`src/rtl/gcc_pkg.sv`:
```
// Shared types and constants of the graph connectivity checker.
`default_nettype none

package gcc_pkg;

   localparam int VERTEX_W   = 6;
   localparam int COUNT_W    = 7;
   localparam int CSR_ADDR_W = 3;
   localparam int CSR_DATA_W = 32;
   localparam int REQ_DATA_W = 16;
   localparam int RSP_DATA_W = 8;

   localparam logic KIND_EDGE = 1'b0;
   localparam logic KIND_EVAL = 1'b1;

   // register index as seen in paddr[2]
   localparam logic REG_VERTEX_COUNT = 1'b0;

   localparam logic [COUNT_W-1:0] VERTEX_COUNT_RESET = 7'd64;

   typedef enum logic [5:0] {
      ST_IDLE   = 6'b000001,
      ST_EDGE_A = 6'b000010,
      ST_EDGE_B = 6'b000100,
      ST_PICK   = 6'b001000,
      ST_MERGE  = 6'b010000,
      ST_DONE   = 6'b100000
   } walk_state_type;

   typedef struct packed {
      logic rd_en;
      logic wr_en;
      logic clear_all;
   } mem_ctl_type;

   typedef struct packed {
      logic [COUNT_W-1:0] reached_count;
      logic               connected;
   } result_type;

endpackage

`default_nettype wire

```
`src/rtl/gcc_csr.sv`:
```
// Configuration register file: vertex count behind an APB-style port.
`default_nettype none

module gcc_csr (
   input  wire                                clock,
   input  wire                                reset,
   input  wire                                csr_psel,
   input  wire                                csr_penable,
   input  wire                                csr_pwrite,
   input  wire  [gcc_pkg::CSR_ADDR_W-1:0]     csr_paddr,
   input  wire  [gcc_pkg::CSR_DATA_W-1:0]     csr_pwdata,
   output logic [gcc_pkg::CSR_DATA_W-1:0]     csr_prdata,
   output logic                               csr_pready,
   output logic [gcc_pkg::COUNT_W-1:0]        vertex_count
);
   import gcc_pkg::*;

   logic [COUNT_W-1:0] vertex_count_ff;
   logic [COUNT_W-1:0] vertex_count_in;
   logic               wr_hit;

   assign csr_pready = 1'b1;
   assign wr_hit     = csr_psel && csr_penable && csr_pwrite && csr_pready &&
                       (csr_paddr[2] == REG_VERTEX_COUNT);

   always_comb begin
      vertex_count_in = vertex_count_ff;
      if (wr_hit) begin
         vertex_count_in = csr_pwdata[COUNT_W-1:0];
      end
   end

   always_ff @(posedge clock) begin
      if (reset) begin
         vertex_count_ff <= VERTEX_COUNT_RESET;
      end else begin
         vertex_count_ff <= vertex_count_in;
      end
   end

   always_comb begin
      csr_prdata = '0;
      if (csr_paddr[2] == REG_VERTEX_COUNT) begin
         csr_prdata = {{(CSR_DATA_W-COUNT_W){1'b0}}, vertex_count_ff};
      end
   end

   assign vertex_count = vertex_count_ff;

endmodule

`default_nettype wire

```
`src/rtl/gcc_adj_mem.sv`:
```
// Adjacency matrix memory, one row per vertex, with per-row valid flags.
`default_nettype none

module gcc_adj_mem #(
   parameter int MAX_VERTICES = 64
) (
   input  wire                             clock,
   input  wire                             reset,
   input  wire  gcc_pkg::mem_ctl_type      ctl,
   input  wire  [$clog2(MAX_VERTICES)-1:0] rd_addr,
   input  wire  [$clog2(MAX_VERTICES)-1:0] wr_addr,
   input  wire  [MAX_VERTICES-1:0]         wr_data,
   output logic [MAX_VERTICES-1:0]         rd_row
);
   import gcc_pkg::*;

   logic [MAX_VERTICES-1:0] mem [MAX_VERTICES];
   logic [MAX_VERTICES-1:0] row_valid_ff;
   logic [MAX_VERTICES-1:0] row_valid_in;
   logic [MAX_VERTICES-1:0] rd_data_ff;
   logic                    rd_valid_ff;

   always_ff @(posedge clock) begin
      if (ctl.wr_en) begin
         mem[wr_addr] <= wr_data;
      end
      if (ctl.rd_en) begin
         rd_data_ff <= mem[rd_addr];
      end
   end

   // a row never written since the last clear reads as zero
   always_comb begin
      row_valid_in = row_valid_ff;
      if (ctl.clear_all) begin
         row_valid_in = '0;
      end else if (ctl.wr_en) begin
         row_valid_in[wr_addr] = 1'b1;
      end
   end

   always_ff @(posedge clock) begin
      if (reset) begin
         row_valid_ff <= '0;
         rd_valid_ff  <= 1'b0;
      end else begin
         row_valid_ff <= row_valid_in;
         if (ctl.rd_en) begin
            rd_valid_ff <= row_valid_ff[rd_addr];
         end
      end
   end

   assign rd_row = rd_valid_ff ? rd_data_ff : {MAX_VERTICES{1'b0}};

endmodule

`default_nettype wire

```
`src/rtl/gcc_walk.sv`:
```
// Sequencer: edge loading by read-modify-write and the reachability walk.
`default_nettype none

module gcc_walk #(
   parameter int MAX_VERTICES = 64
) (
   input  wire                              clock,
   input  wire                              reset,
   input  wire  [gcc_pkg::COUNT_W-1:0]      vertex_count,
   input  wire                              req_valid,
   output logic                             req_ready,
   input  wire                              req_kind,
   input  wire  [gcc_pkg::VERTEX_W-1:0]     req_first,
   input  wire  [gcc_pkg::VERTEX_W-1:0]     req_second,
   output gcc_pkg::mem_ctl_type             mem_ctl,
   output logic [$clog2(MAX_VERTICES)-1:0]  mem_rd_addr,
   output logic [$clog2(MAX_VERTICES)-1:0]  mem_wr_addr,
   output logic [MAX_VERTICES-1:0]          mem_wr_data,
   input  wire  [MAX_VERTICES-1:0]          mem_rd_row,
   input  wire                              out_busy,
   output logic                             res_valid,
   output gcc_pkg::result_type              res
);
   import gcc_pkg::*;

   localparam int AW = $clog2(MAX_VERTICES);
   localparam int CW = $clog2(MAX_VERTICES + 1);

   walk_state_type          state_ff, state_in;
   logic [MAX_VERTICES-1:0] reached_ff, reached_in;
   logic [MAX_VERTICES-1:0] expanded_ff, expanded_in;
   logic [CW-1:0]           count_ff, count_in;
   logic [AW-1:0]           first_ff, first_in;
   logic [AW-1:0]           second_ff, second_in;
   logic                    edge_ok_ff, edge_ok_in;

   logic [CW-1:0]           eff_cnt;
   logic [COUNT_W-1:0]      eff_cnt_wide;
   logic [MAX_VERTICES-1:0] mask;
   logic [MAX_VERTICES-1:0] pending;
   logic [MAX_VERTICES-1:0] lowest;
   logic [AW-1:0]           pick_idx;
   logic                    edge_ok;

   // count of 0 acts as 1, counts above the matrix size saturate
   always_comb begin
      if (vertex_count == '0) begin
         eff_cnt = CW'(1);
      end else if (vertex_count > COUNT_W'(MAX_VERTICES)) begin
         eff_cnt = CW'(MAX_VERTICES);
      end else begin
         eff_cnt = vertex_count[CW-1:0];
      end
   end

   assign eff_cnt_wide = COUNT_W'(eff_cnt);

   always_comb begin
      for (int i = 0; i < MAX_VERTICES; i++) begin
         mask[i] = (CW'(i) < eff_cnt);
      end
   end

   assign edge_ok = ({1'b0, req_first} < eff_cnt_wide) &&
                    ({1'b0, req_second} < eff_cnt_wide);

   // lowest reached-but-unexpanded vertex
   assign pending = reached_ff & ~expanded_ff & mask;
   assign lowest  = pending & (~pending + 1'b1);

   always_comb begin
      pick_idx = '0;
      for (int i = 0; i < MAX_VERTICES; i++) begin
         pick_idx = pick_idx | (lowest[i] ? AW'(i) : {AW{1'b0}});
      end
   end

   always_comb begin
      state_in    = state_ff;
      reached_in  = reached_ff;
      expanded_in = expanded_ff;
      count_in    = count_ff;
      first_in    = first_ff;
      second_in   = second_ff;
      edge_ok_in  = edge_ok_ff;
      req_ready   = 1'b0;
      mem_ctl     = '0;
      mem_rd_addr = '0;
      mem_wr_addr = '0;
      mem_wr_data = '0;
      res_valid   = 1'b0;
      unique case (state_ff)
         ST_IDLE: begin
            req_ready = 1'b1;
            if (req_valid) begin
               if (req_kind == KIND_EVAL) begin
                  reached_in  = MAX_VERTICES'(1);
                  expanded_in = '0;
                  count_in    = '0;
                  state_in    = ST_PICK;
               end else begin
                  first_in      = req_first[AW-1:0];
                  second_in     = req_second[AW-1:0];
                  edge_ok_in    = edge_ok;
                  mem_ctl.rd_en = 1'b1;
                  mem_rd_addr   = req_first[AW-1:0];
                  state_in      = ST_EDGE_A;
               end
            end
         end
         ST_EDGE_A: begin
            // write row of first end, fetch row of second end
            mem_ctl.wr_en = edge_ok_ff;
            mem_wr_addr   = first_ff;
            mem_wr_data   = mem_rd_row | (MAX_VERTICES'(1) << second_ff);
            mem_ctl.rd_en = 1'b1;
            mem_rd_addr   = second_ff;
            state_in      = ST_EDGE_B;
         end
         ST_EDGE_B: begin
            mem_ctl.wr_en = edge_ok_ff;
            mem_wr_addr   = second_ff;
            mem_wr_data   = mem_rd_row | (MAX_VERTICES'(1) << first_ff);
            state_in      = ST_IDLE;
         end
         ST_PICK: begin
            if (pending == '0) begin
               state_in = ST_DONE;
            end else begin
               mem_ctl.rd_en = 1'b1;
               mem_rd_addr   = pick_idx;
               expanded_in   = expanded_ff | lowest;
               count_in      = count_ff + 1'b1;
               state_in      = ST_MERGE;
            end
         end
         ST_MERGE: begin
            reached_in = reached_ff | (mem_rd_row & mask);
            state_in   = ST_PICK;
         end
         ST_DONE: begin
            if (!out_busy) begin
               res_valid         = 1'b1;
               mem_ctl.clear_all = 1'b1;
               state_in          = ST_IDLE;
            end
         end
         default: begin
            state_in = ST_IDLE;
         end
      endcase
   end

   // every reached vertex inside the mask gets expanded exactly once
   assign res.connected     = (count_ff == eff_cnt);
   assign res.reached_count = COUNT_W'(count_ff);

   always_ff @(posedge clock) begin
      if (reset) begin
         state_ff    <= ST_IDLE;
         reached_ff  <= '0;
         expanded_ff <= '0;
         count_ff    <= '0;
         edge_ok_ff  <= 1'b0;
      end else begin
         state_ff    <= state_in;
         reached_ff  <= reached_in;
         expanded_ff <= expanded_in;
         count_ff    <= count_in;
         edge_ok_ff  <= edge_ok_in;
      end
   end

   always_ff @(posedge clock) begin
      first_ff  <= first_in;
      second_ff <= second_in;
   end

endmodule

`default_nettype wire

```
`src/rtl/graph_connectivity_check_core.sv`:
```
// Top level of the undirected graph connectivity checker.
//
// Edge transfers (tuser 0) set both directions of a bit adjacency matrix held
// in a one-row-per-vertex memory; each edge is two read-modify-write passes.
// An evaluate transfer (tuser 1) walks the graph from vertex 0: each step picks
// the lowest reached but unexpanded vertex, reads its row through the single
// registered read port of the matrix memory and ORs it into the reached set.
// It yields one result transfer with the connected flag and the reached count;
// the matrix is then empty again at once through per-row valid flags, so no
// clearing pass is needed. Edges naming a vertex at or above vertex_count (a
// count of 0 acting as 1) are dropped. Write vertex_count only while idle.
`default_nettype none

module graph_connectivity_check_core #(
   parameter int MAX_VERTICES = 64
) (
   input  wire                             clock,
   input  wire                             reset,
   input  wire                             req_tvalid,
   output logic                            req_tready,
   input  wire  [gcc_pkg::REQ_DATA_W-1:0]  req_tdata,   // first_vertex, second_vertex
   input  wire                             req_tuser,   // kind
   output logic                            rsp_tvalid,
   input  wire                             rsp_tready,
   output logic [gcc_pkg::RSP_DATA_W-1:0]  rsp_tdata,   // connected, reached_count
   input  wire                             csr_psel,
   input  wire                             csr_penable,
   input  wire                             csr_pwrite,
   input  wire  [gcc_pkg::CSR_ADDR_W-1:0]  csr_paddr,
   input  wire  [gcc_pkg::CSR_DATA_W-1:0]  csr_pwdata,
   output logic [gcc_pkg::CSR_DATA_W-1:0]  csr_prdata,
   output logic                            csr_pready
);
   import gcc_pkg::*;

   localparam int AW = $clog2(MAX_VERTICES);

   logic [COUNT_W-1:0]      vertex_count;
   mem_ctl_type             mem_ctl;
   logic [AW-1:0]           mem_rd_addr;
   logic [AW-1:0]           mem_wr_addr;
   logic [MAX_VERTICES-1:0] mem_wr_data;
   logic [MAX_VERTICES-1:0] mem_rd_row;
   logic                    res_valid;
   result_type              res;
   logic                    out_busy;

   logic                    rsp_valid_ff, rsp_valid_in;
   result_type              rsp_data_ff, rsp_data_in;

   gcc_csr u_csr (
      .clock        (clock),
      .reset        (reset),
      .csr_psel     (csr_psel),
      .csr_penable  (csr_penable),
      .csr_pwrite   (csr_pwrite),
      .csr_paddr    (csr_paddr),
      .csr_pwdata   (csr_pwdata),
      .csr_prdata   (csr_prdata),
      .csr_pready   (csr_pready),
      .vertex_count (vertex_count)
   );

   gcc_adj_mem #(
      .MAX_VERTICES (MAX_VERTICES)
   ) u_adj_mem (
      .clock   (clock),
      .reset   (reset),
      .ctl     (mem_ctl),
      .rd_addr (mem_rd_addr),
      .wr_addr (mem_wr_addr),
      .wr_data (mem_wr_data),
      .rd_row  (mem_rd_row)
   );

   gcc_walk #(
      .MAX_VERTICES (MAX_VERTICES)
   ) u_walk (
      .clock        (clock),
      .reset        (reset),
      .vertex_count (vertex_count),
      .req_valid    (req_tvalid),
      .req_ready    (req_tready),
      .req_kind     (req_tuser),
      .req_first    (req_tdata[VERTEX_W-1:0]),
      .req_second   (req_tdata[2*VERTEX_W-1:VERTEX_W]),
      .mem_ctl      (mem_ctl),
      .mem_rd_addr  (mem_rd_addr),
      .mem_wr_addr  (mem_wr_addr),
      .mem_wr_data  (mem_wr_data),
      .mem_rd_row   (mem_rd_row),
      .out_busy     (out_busy),
      .res_valid    (res_valid),
      .res          (res)
   );

   // output register: a new result may load while the old one leaves
   assign out_busy = rsp_valid_ff && !rsp_tready;

   always_comb begin
      rsp_valid_in = rsp_valid_ff;
      rsp_data_in  = rsp_data_ff;
      if (res_valid) begin
         rsp_valid_in = 1'b1;
         rsp_data_in  = res;
      end else if (rsp_tready) begin
         rsp_valid_in = 1'b0;
      end
   end

   always_ff @(posedge clock) begin
      if (reset) begin
         rsp_valid_ff <= 1'b0;
      end else begin
         rsp_valid_ff <= rsp_valid_in;
      end
   end

   always_ff @(posedge clock) begin
      rsp_data_ff <= rsp_data_in;
   end

   assign rsp_tvalid = rsp_valid_ff;
   assign rsp_tdata  = rsp_data_ff;

endmodule

`default_nettype wire

```
`config.mk`:
```
export PLATFORM = sky130hd
export DESIGN_NAME = graph_connectivity_check_core
export DESIGN_NICKNAME = d
export VERILOG_FILES = /design/src/rtl/gcc_pkg.sv /design/src/rtl/gcc_csr.sv /design/src/rtl/gcc_adj_mem.sv /design/src/rtl/gcc_walk.sv /design/src/rtl/graph_connectivity_check_core.sv
export SDC_FILE = /design/constraint.sdc
export NUM_CORES = 2
export LEC_CHECK = 0
export CAP_MARGIN = 10
export CORE_MARGIN = 2
export CORE_UTILIZATION = 50
export DETAILED_ROUTE_END_ITERATION = 16
export DONT_BUFFER_PORTS = 1
export PLACE_DENSITY = 0.75
export SYNTH_ARGS = -nofsm -noshare
export SYNTH_HDL_FRONTEND = slang
export SYNTH_HIERARCHICAL = 1
export SYNTH_SLANG_ARGS = --single-unit
```
`constraint.sdc`:
```
create_clock -name clock -period 10.07 [get_ports clock]
set_input_delay 0.5035 -clock clock [delete_from_list [all_inputs] [get_ports clock]]
set_output_delay 0.5035 -clock clock [all_outputs]
set_load 0.03 [all_outputs]
```
Word level (Yosys, flattened, before mapping)

Memory sizes are Yosys's and may differ from the RTL's. A register that Yosys moved wholly into a read port is not among the register bits.
Index checks and enable logic that the tools add are counted.

Logic and storage cells: 297
Bits in registers: 235
Memory bits (writable): 4096
Output and inout bits: 43
Bits of input ports: 59
Memories: 1

Reduce and logical (&&, ||, !) cells: 18
Equal/unequal tests: 11
Shift-type cells: 2
Order comparisons: 70
Bitwise logic cells: 75
Muxes and demuxes: 105
$add $sub $neg: 2

Memory list:

| name          | words | bits a word | read ports | clocked after Yosys merged registers in | write ports | RTL line          | source |
|---|---|---|---|---|---|---|---|
| u_adj_mem.mem | 64    | 64          | 1          | 1                                       | 1           | gcc_adj_mem.sv:17 | `logic [MAX_VERTICES-1:0] mem [MAX_VERTICES];` |

Operators by type and width:

| cell                    | count |
|---|---|
| $mux W64                | 6 |
| $pmux W64 S2            | 3 |
| $or A6 B6 Y6            | 62 |
| $or A64 B64 Y64         | 5 |
| $and A64 B64 Y64        | 4 |
| $mux W6                 | 38 |
| $lt A6 B7 Y1 const A    | 32 |
| $not A64 Y64            | 2 |
| $shl A1 B6 Y64 const A  | 2 |
| $lt A5 B7 Y1 const A    | 16 |
| $mux W5                 | 16 |
| $add A64 B1 Y64 const B | 1 |
| $logic_not A64 Y1       | 1 |
| $lt A4 B7 Y1 const A    | 8 |
| $mux W7                 | 6 |
| $mux W4                 | 9 |
| $pmux W6 S5             | 1 |
| $lt A3 B7 Y1 const A    | 4 |
| $pmux W6 S3             | 1 |
| $lt A1 B7 Y1 const A    | 2 |
| $lt A2 B7 Y1 const A    | 2 |
| $lt A6 B7 Y1            | 2 |
| $lt A6 B7 Y1 const B    | 2 |
| $mux W1                 | 14 |
| 27 further kinds        | 44 |

Logic depth before layout (Yosys ltp)

Depth after elaboration: 75
Gate-level depth with buffers: 24
Mapped depth without buffers: 15

Hierarchy

Netlist, hierarchy kept.

By module, submodules not included:

| module                        | seq. area each (µm²) | area each (µm²) | times used | cells each |
|---|---|---|---|---|
| gcc_adj_mem                   | 126221.1             | 159655.6        | 1          | 6169 |
| gcc_walk                      | 3203.1               | 10064.7         | 1          | 1374 |
| gcc_csr                       | 140.1                | 581.8           | 1          | 66 |
| graph_connectivity_check_core | 260.2                | 284.0           | 1          | 11 |

Worst setup path before layout

OpenSTA, ideal clock, no wires.

Path kind: register -> register
From: register u_walk.state_ff[5]
To: memory u_adj_mem.mem[40][0] (enable)
Setup time: 0.567 ns
Arrival time: 7.050 ns
Clock period less this slack: 7.617 ns
Slack: 2.453 ns
Path buffers: 2
Stages on the path, launching flop included: 11
Required time: 9.503 ns
Path through: dfxtp_1 nor2_1 nand2_1 nor3b_1 clkbuf_1 nor2_1 clkbuf_1 nor2b_1 nor2b_1 nand3_1 nor3_1

RTL lines:

| item                   | RTL line          | source |
|---|---|---|
| from (decl)            | gcc_walk.sv:29    | `walk_state_type state_ff, state_in;` |
| from (signal assigned) | gcc_walk.sv:166   | `state_ff <= state_in;` |
| to (decl)              | gcc_adj_mem.sv:17 |  |

Worst setup path in the final report

From: register u_csr.vertex_count_ff[6], in the netlist u_csr/vertex_count[6]
To: register u_adj_mem.rd_data_ff[37] (read register of u_adj_mem.mem), data pin

Longest elaborated chain between the ends: 73
Elaborated cells between the ends (all ways): 202
Those cells by class: add/sub (1); order compare (65); mux (69); bitwise (65); reduce/logical (2)

Ends and longest elaborated chain:

| item                        | RTL line                            | source |
|---|---|---|
| from (decl)                 | gcc_csr.sv:18                       | `logic [COUNT_W-1:0] vertex_count_ff;` |
| from (signal assigned)      | gcc_csr.sv:37                       | `vertex_count_ff <= vertex_count_in;` |
| $gt A7 B7 Y1                | gcc_walk.sv:49                      | `end else if (vertex_count > COUNT_W'(MAX_VERTICES)) begin` |
| $mux W7                     | gcc_walk.sv:49                      |  |
| $mux W7 *                   | gcc_walk.sv:47                      | `if (vertex_count == '0) begin` |
| $lt A1 B7 Y1                | gcc_walk.sv:60                      | `mask[i] = (CW'(i) < eff_cnt);` |
| $and A64 B64 Y64 *          | gcc_walk.sv:68                      | `assign pending = reached_ff & ~expanded_ff & mask;` |
| $not A64 Y64                | gcc_walk.sv:69                      | `assign lowest = pending & (~pending + 1'b1);` |
| $add A64 B1 Y64             | gcc_walk.sv:69                      |  |
| $and A64 B64 Y64            | gcc_walk.sv:69                      |  |
| $mux W1                     | gcc_walk.sv:74                      | `pick_idx = pick_idx \| (lowest[i] ? AW'(i) : {AW{1'b0}});` |
| $or A6 B6 Y6 (62 in series) | gcc_walk.sv:74                      |  |
| $mux W6 *                   | gcc_walk.sv:127                     | `if (pending == '0) begin` |
| $pmux W6 S3 *               | gcc_walk.sv:92                      | `unique case (state_ff)` |
| via mem_rd_addr[0]          | graph_connectivity_check_core.sv:40 | `logic [AW-1:0] mem_rd_addr;` |
| to (decl)                   | gcc_adj_mem.sv:20                   | `logic [MAX_VERTICES-1:0] rd_data_ff;` |

The timed path passes the listed nets; every way through them passes the cells marked *.
A chain may end at the register's enable or synchronous reset.

==> flow_metrics.tcl <==
set metrics [dict create \
    dr.first_iter.drc_count 14950 \
    finalMaxSlewViolations 0 \
    io_pins 102 \
    drc 0 \
    dpl-instance-area_um2 178000 \
    ir_drop_mv 0.158 \
    antenna_found_initial 24 \
    cts_buffer_depth 4 \
    rows 214 \
    root_buffer "clkbuf_16" \
    synth_seq_area_share_pct 76.1 \
    hold_viol_final 0 \
    end_kind "flop" \
    die_h_um 588 \
    vias 88647 \
    synth_common_cells "4180 x edfxtp_1, 1356 x mux4_2, 316 x nor2_1" \
    powerDensity_nw_per_um2 187 \
    firstDrtPassIters 8 \
    setup_violations 0 \
    synth_ff_type "edfxtp_1" \
    syn2layout_area_growth_pct 13.3 \
    layout-drive-gt1-share_pct 29.8 \
    cts_setup_buffers 0 \
    grt_remaining_overflow 0 \
    grt_pass1_vias 87016 \
    clock_skew_ns 0.0676 \
    hold_path_depth 2 \
    coreArea_um2 340000 \
    io_buffers 0 \
    grt_usage_pct 28.6 \
    synth_cell_type_count 88 \
    cts_tree "done" \
    synth_edf_count 4180 \
    ys_warn_count 6 \
    tightest_slew_ns 1.40 \
    vias_per_cell 6.88 \
    ys_seq_elements 4395 \
    yosysTopAreaCell "edfxtp_1" \
    async_reset_ff_share_pct 0 \
    fin_crit_sh_pct 83.7 \
    cp.required_ns 10.75 \
    post_drt_wl_per_cell_um 38.9 \
    yosysMostFrequentCell "edfxtp_1" \
    ant_nets 0 \
    cts_made_buffers 412 \
    r2r_end "u_adj_mem/rd_data_ff[37]" \
    p_leak_nw 46.6 \
    period_minus_slack_ns 8.43 \
    syn_area_um2 171000 \
    cp.arrival_ns 9.11 \
    clock.fmax_mhz 119 \
    worstRegToRegCells 16 \
    r2r_setup_slack_ns 1.64 \
    holdCritPathClass "in -> reg" \
    clkLatencyLatePin_ns 1.00 \
    netlist.area_leader.share_pct 73.6 \
    cts_htree_levels 5 \
    path_class "reg -> reg" \
    rsz0062_at_grt "false" \
    grt_max_degree 97 \
    initial_utilization_pct 50.2 \
    setup_tns_ns 0 \
    min_from "csr_penable" \
    dp_hpwl_um 255000 \
    min_to "u_csr/vertex_count[3]" \
    fp.dieW_um 588 \
    design.die.area_um2 346000 \
    cp-start-kind "flop" \
    grt_first_pass_wirelength_um 688000 \
    netlist_instances 7620 \
    ys_top_cells_by_area "edfxtp_1 74%, mux4_2 18%, dfxtp_1 2.5%" \
    syn_area_per_cell_um2 22.4 \
    cp_max_fo 30 \
    max_cap_violations 0 \
    wirelength_um 501000 \
    cts.sinks 4395 \
    slew_headroom_pct 6.44 \
    clkTransAtPathRegs_ns 0.06 \
    fin_area_um2 193000 \
    nNetsFinal 8060 \
    outcome "complete, no violations" \
    place_congestion 0.939 \
    reg2reg_from "u_csr/vertex_count[6]" \
]
[how the worst max path moves through the flow]
stage	startpoint	endpoint	slack, ns	depth (start not counted)
after floorplan	u_walk/state_ff[5]	u_adj_mem/mem[40][0]	2.45	10
after global placement	u_csr/vertex_count[6]	u_adj_mem/rd_data_ff[63]	1.99	17
after detailed placement	u_csr/vertex_count[6]	u_adj_mem/rd_data_ff[63]	2.01	17
after CTS	u_csr/vertex_count[6]	u_adj_mem/rd_data_ff[63]	1.93	17
after global routing	u_csr/vertex_count[6]	u_adj_mem/rd_data_ff[63]	1.44	16
final	u_csr/vertex_count[6]	u_adj_mem/rd_data_ff[37]	1.64	16
[where the power goes]
group / internal [mW] / switching [mW] / total, mW
combinational: 0.187 / 0.496 / 0.684
clock: 8.89 / 6.83 / 15.7
sequential: 19.7 / 0.0331 / 19.8
total: 28.8 / 7.36 / 36.2
[layer usage]
metal  global-route usage, %  wire length (um)  vias to the layer above
li1                        -                 -                    33136
met1                    37.7            164000                    46393
met2                    44.7            234000                     7620
met3                    8.09             74200                     1478
met4                    12.7             28800                       20
met5                       0               131                        -
[kinds of logic after synthesis]
group                      share of synthesized area, %
AOI/OAI and AO/OA                                  1.88
xor gates and xnor gates                         0.0462
adders and majority gates                        0.0807
buffers and inverters                              1.17
DFF                                                76.1
muxes                                              18.0
other                                           0.00440
and+or+nand+nor                                    2.73
[sequential cells by signal, indices dropped and copies added, names as in the netlist]
name and count:
u_walk/first_ff 6, u_csr/vertex_count 7, u_adj_mem/rd_valid_ff 1, rsp_tvalid 1, u_walk/second_ff 6, u_adj_mem/rd_data_ff 64
u_walk/reached_ff 64, u_adj_mem/mem 4096, u_adj_mem/row_valid_ff 64, u_walk/edge_ok_ff 1, u_walk/expanded_ff 64, u_walk/state_ff 6
u_walk/count_ff 7, rsp_tdata 8
[critical path, cell delays in order, from the launching register on]
cell and delay (ns):
dfxtp_2 0.53, buf_4 0.34, nor4bb_1 1.01, a211oi_1 0.23
o41ai_1 0.86, and4_1 0.63, and4_1 0.37, a21oi_1 0.09
o211ai_1 0.24, nor3b_1 0.15, a31oi_4 1.06, buf_12 0.32
buf_12 0.26, buf_12 0.30, mux4_2 0.55, mux4_2 0.53
mux4_2 0.52
[final cells by class]
cell class,instances,area (um2)
Sequential cell,4395,130000
Multi-Input combinational cell,2786,40000
Fill cell,23296,146000
Tap cell,4536,5680
Antenna cell,17,42.5
Clock inverter,238,2480
Timing Repair Buffer,366,4220
Clock buffer,514,11000
Inverter,29,109
[layout by cell type, fill, tap and decap left out, drive strengths merged, types with 25 or more instances in the layout]
master,n
nand2b,55
nor4,28
bufinv,44
dlygate4sd3,25
nand2,99
nor3,47
a31oi,82
nor2,318
dfxtp,215
o21ai,46
o21a,75
nor2b,40
mux4,1356
edfxtp,4180
clkbuf,514
inv,49
buf,341
nand4,27
a21oi,146
and2,89
clkinv,155
conb,26
nand3,55
[timing repair]
action,4_1_cts,5_1_grt
endpoints found under the setup margin,0,0
hold endpoints to repair,35,0
resized for setup,0,0
hold buffers,25,0
[through the flow]
stage | std cells | total power [mW] | hold slack [ns] | setup WS (ns) | utilization [%]
after detailed placement | 12035 | 20.8 | 0.447 | 2.01 | 52.5
after floorplan | 7644 | 20.6 | 0.427 | 2.45 | -
after global placement | 12035 | 20.8 | 0.441 | 1.99 | 52.5
after global routing | 12872 | 36.9 | 0.0611 | 1.44 | 56.9
final | 12881 | 36.2 | 0.0501 | 1.64 | 56.9
after CTS | 12812 | 36.2 | 0.00333 | 1.93 | 56.6
No activity file was read; power rests on OpenSTA's default activity.
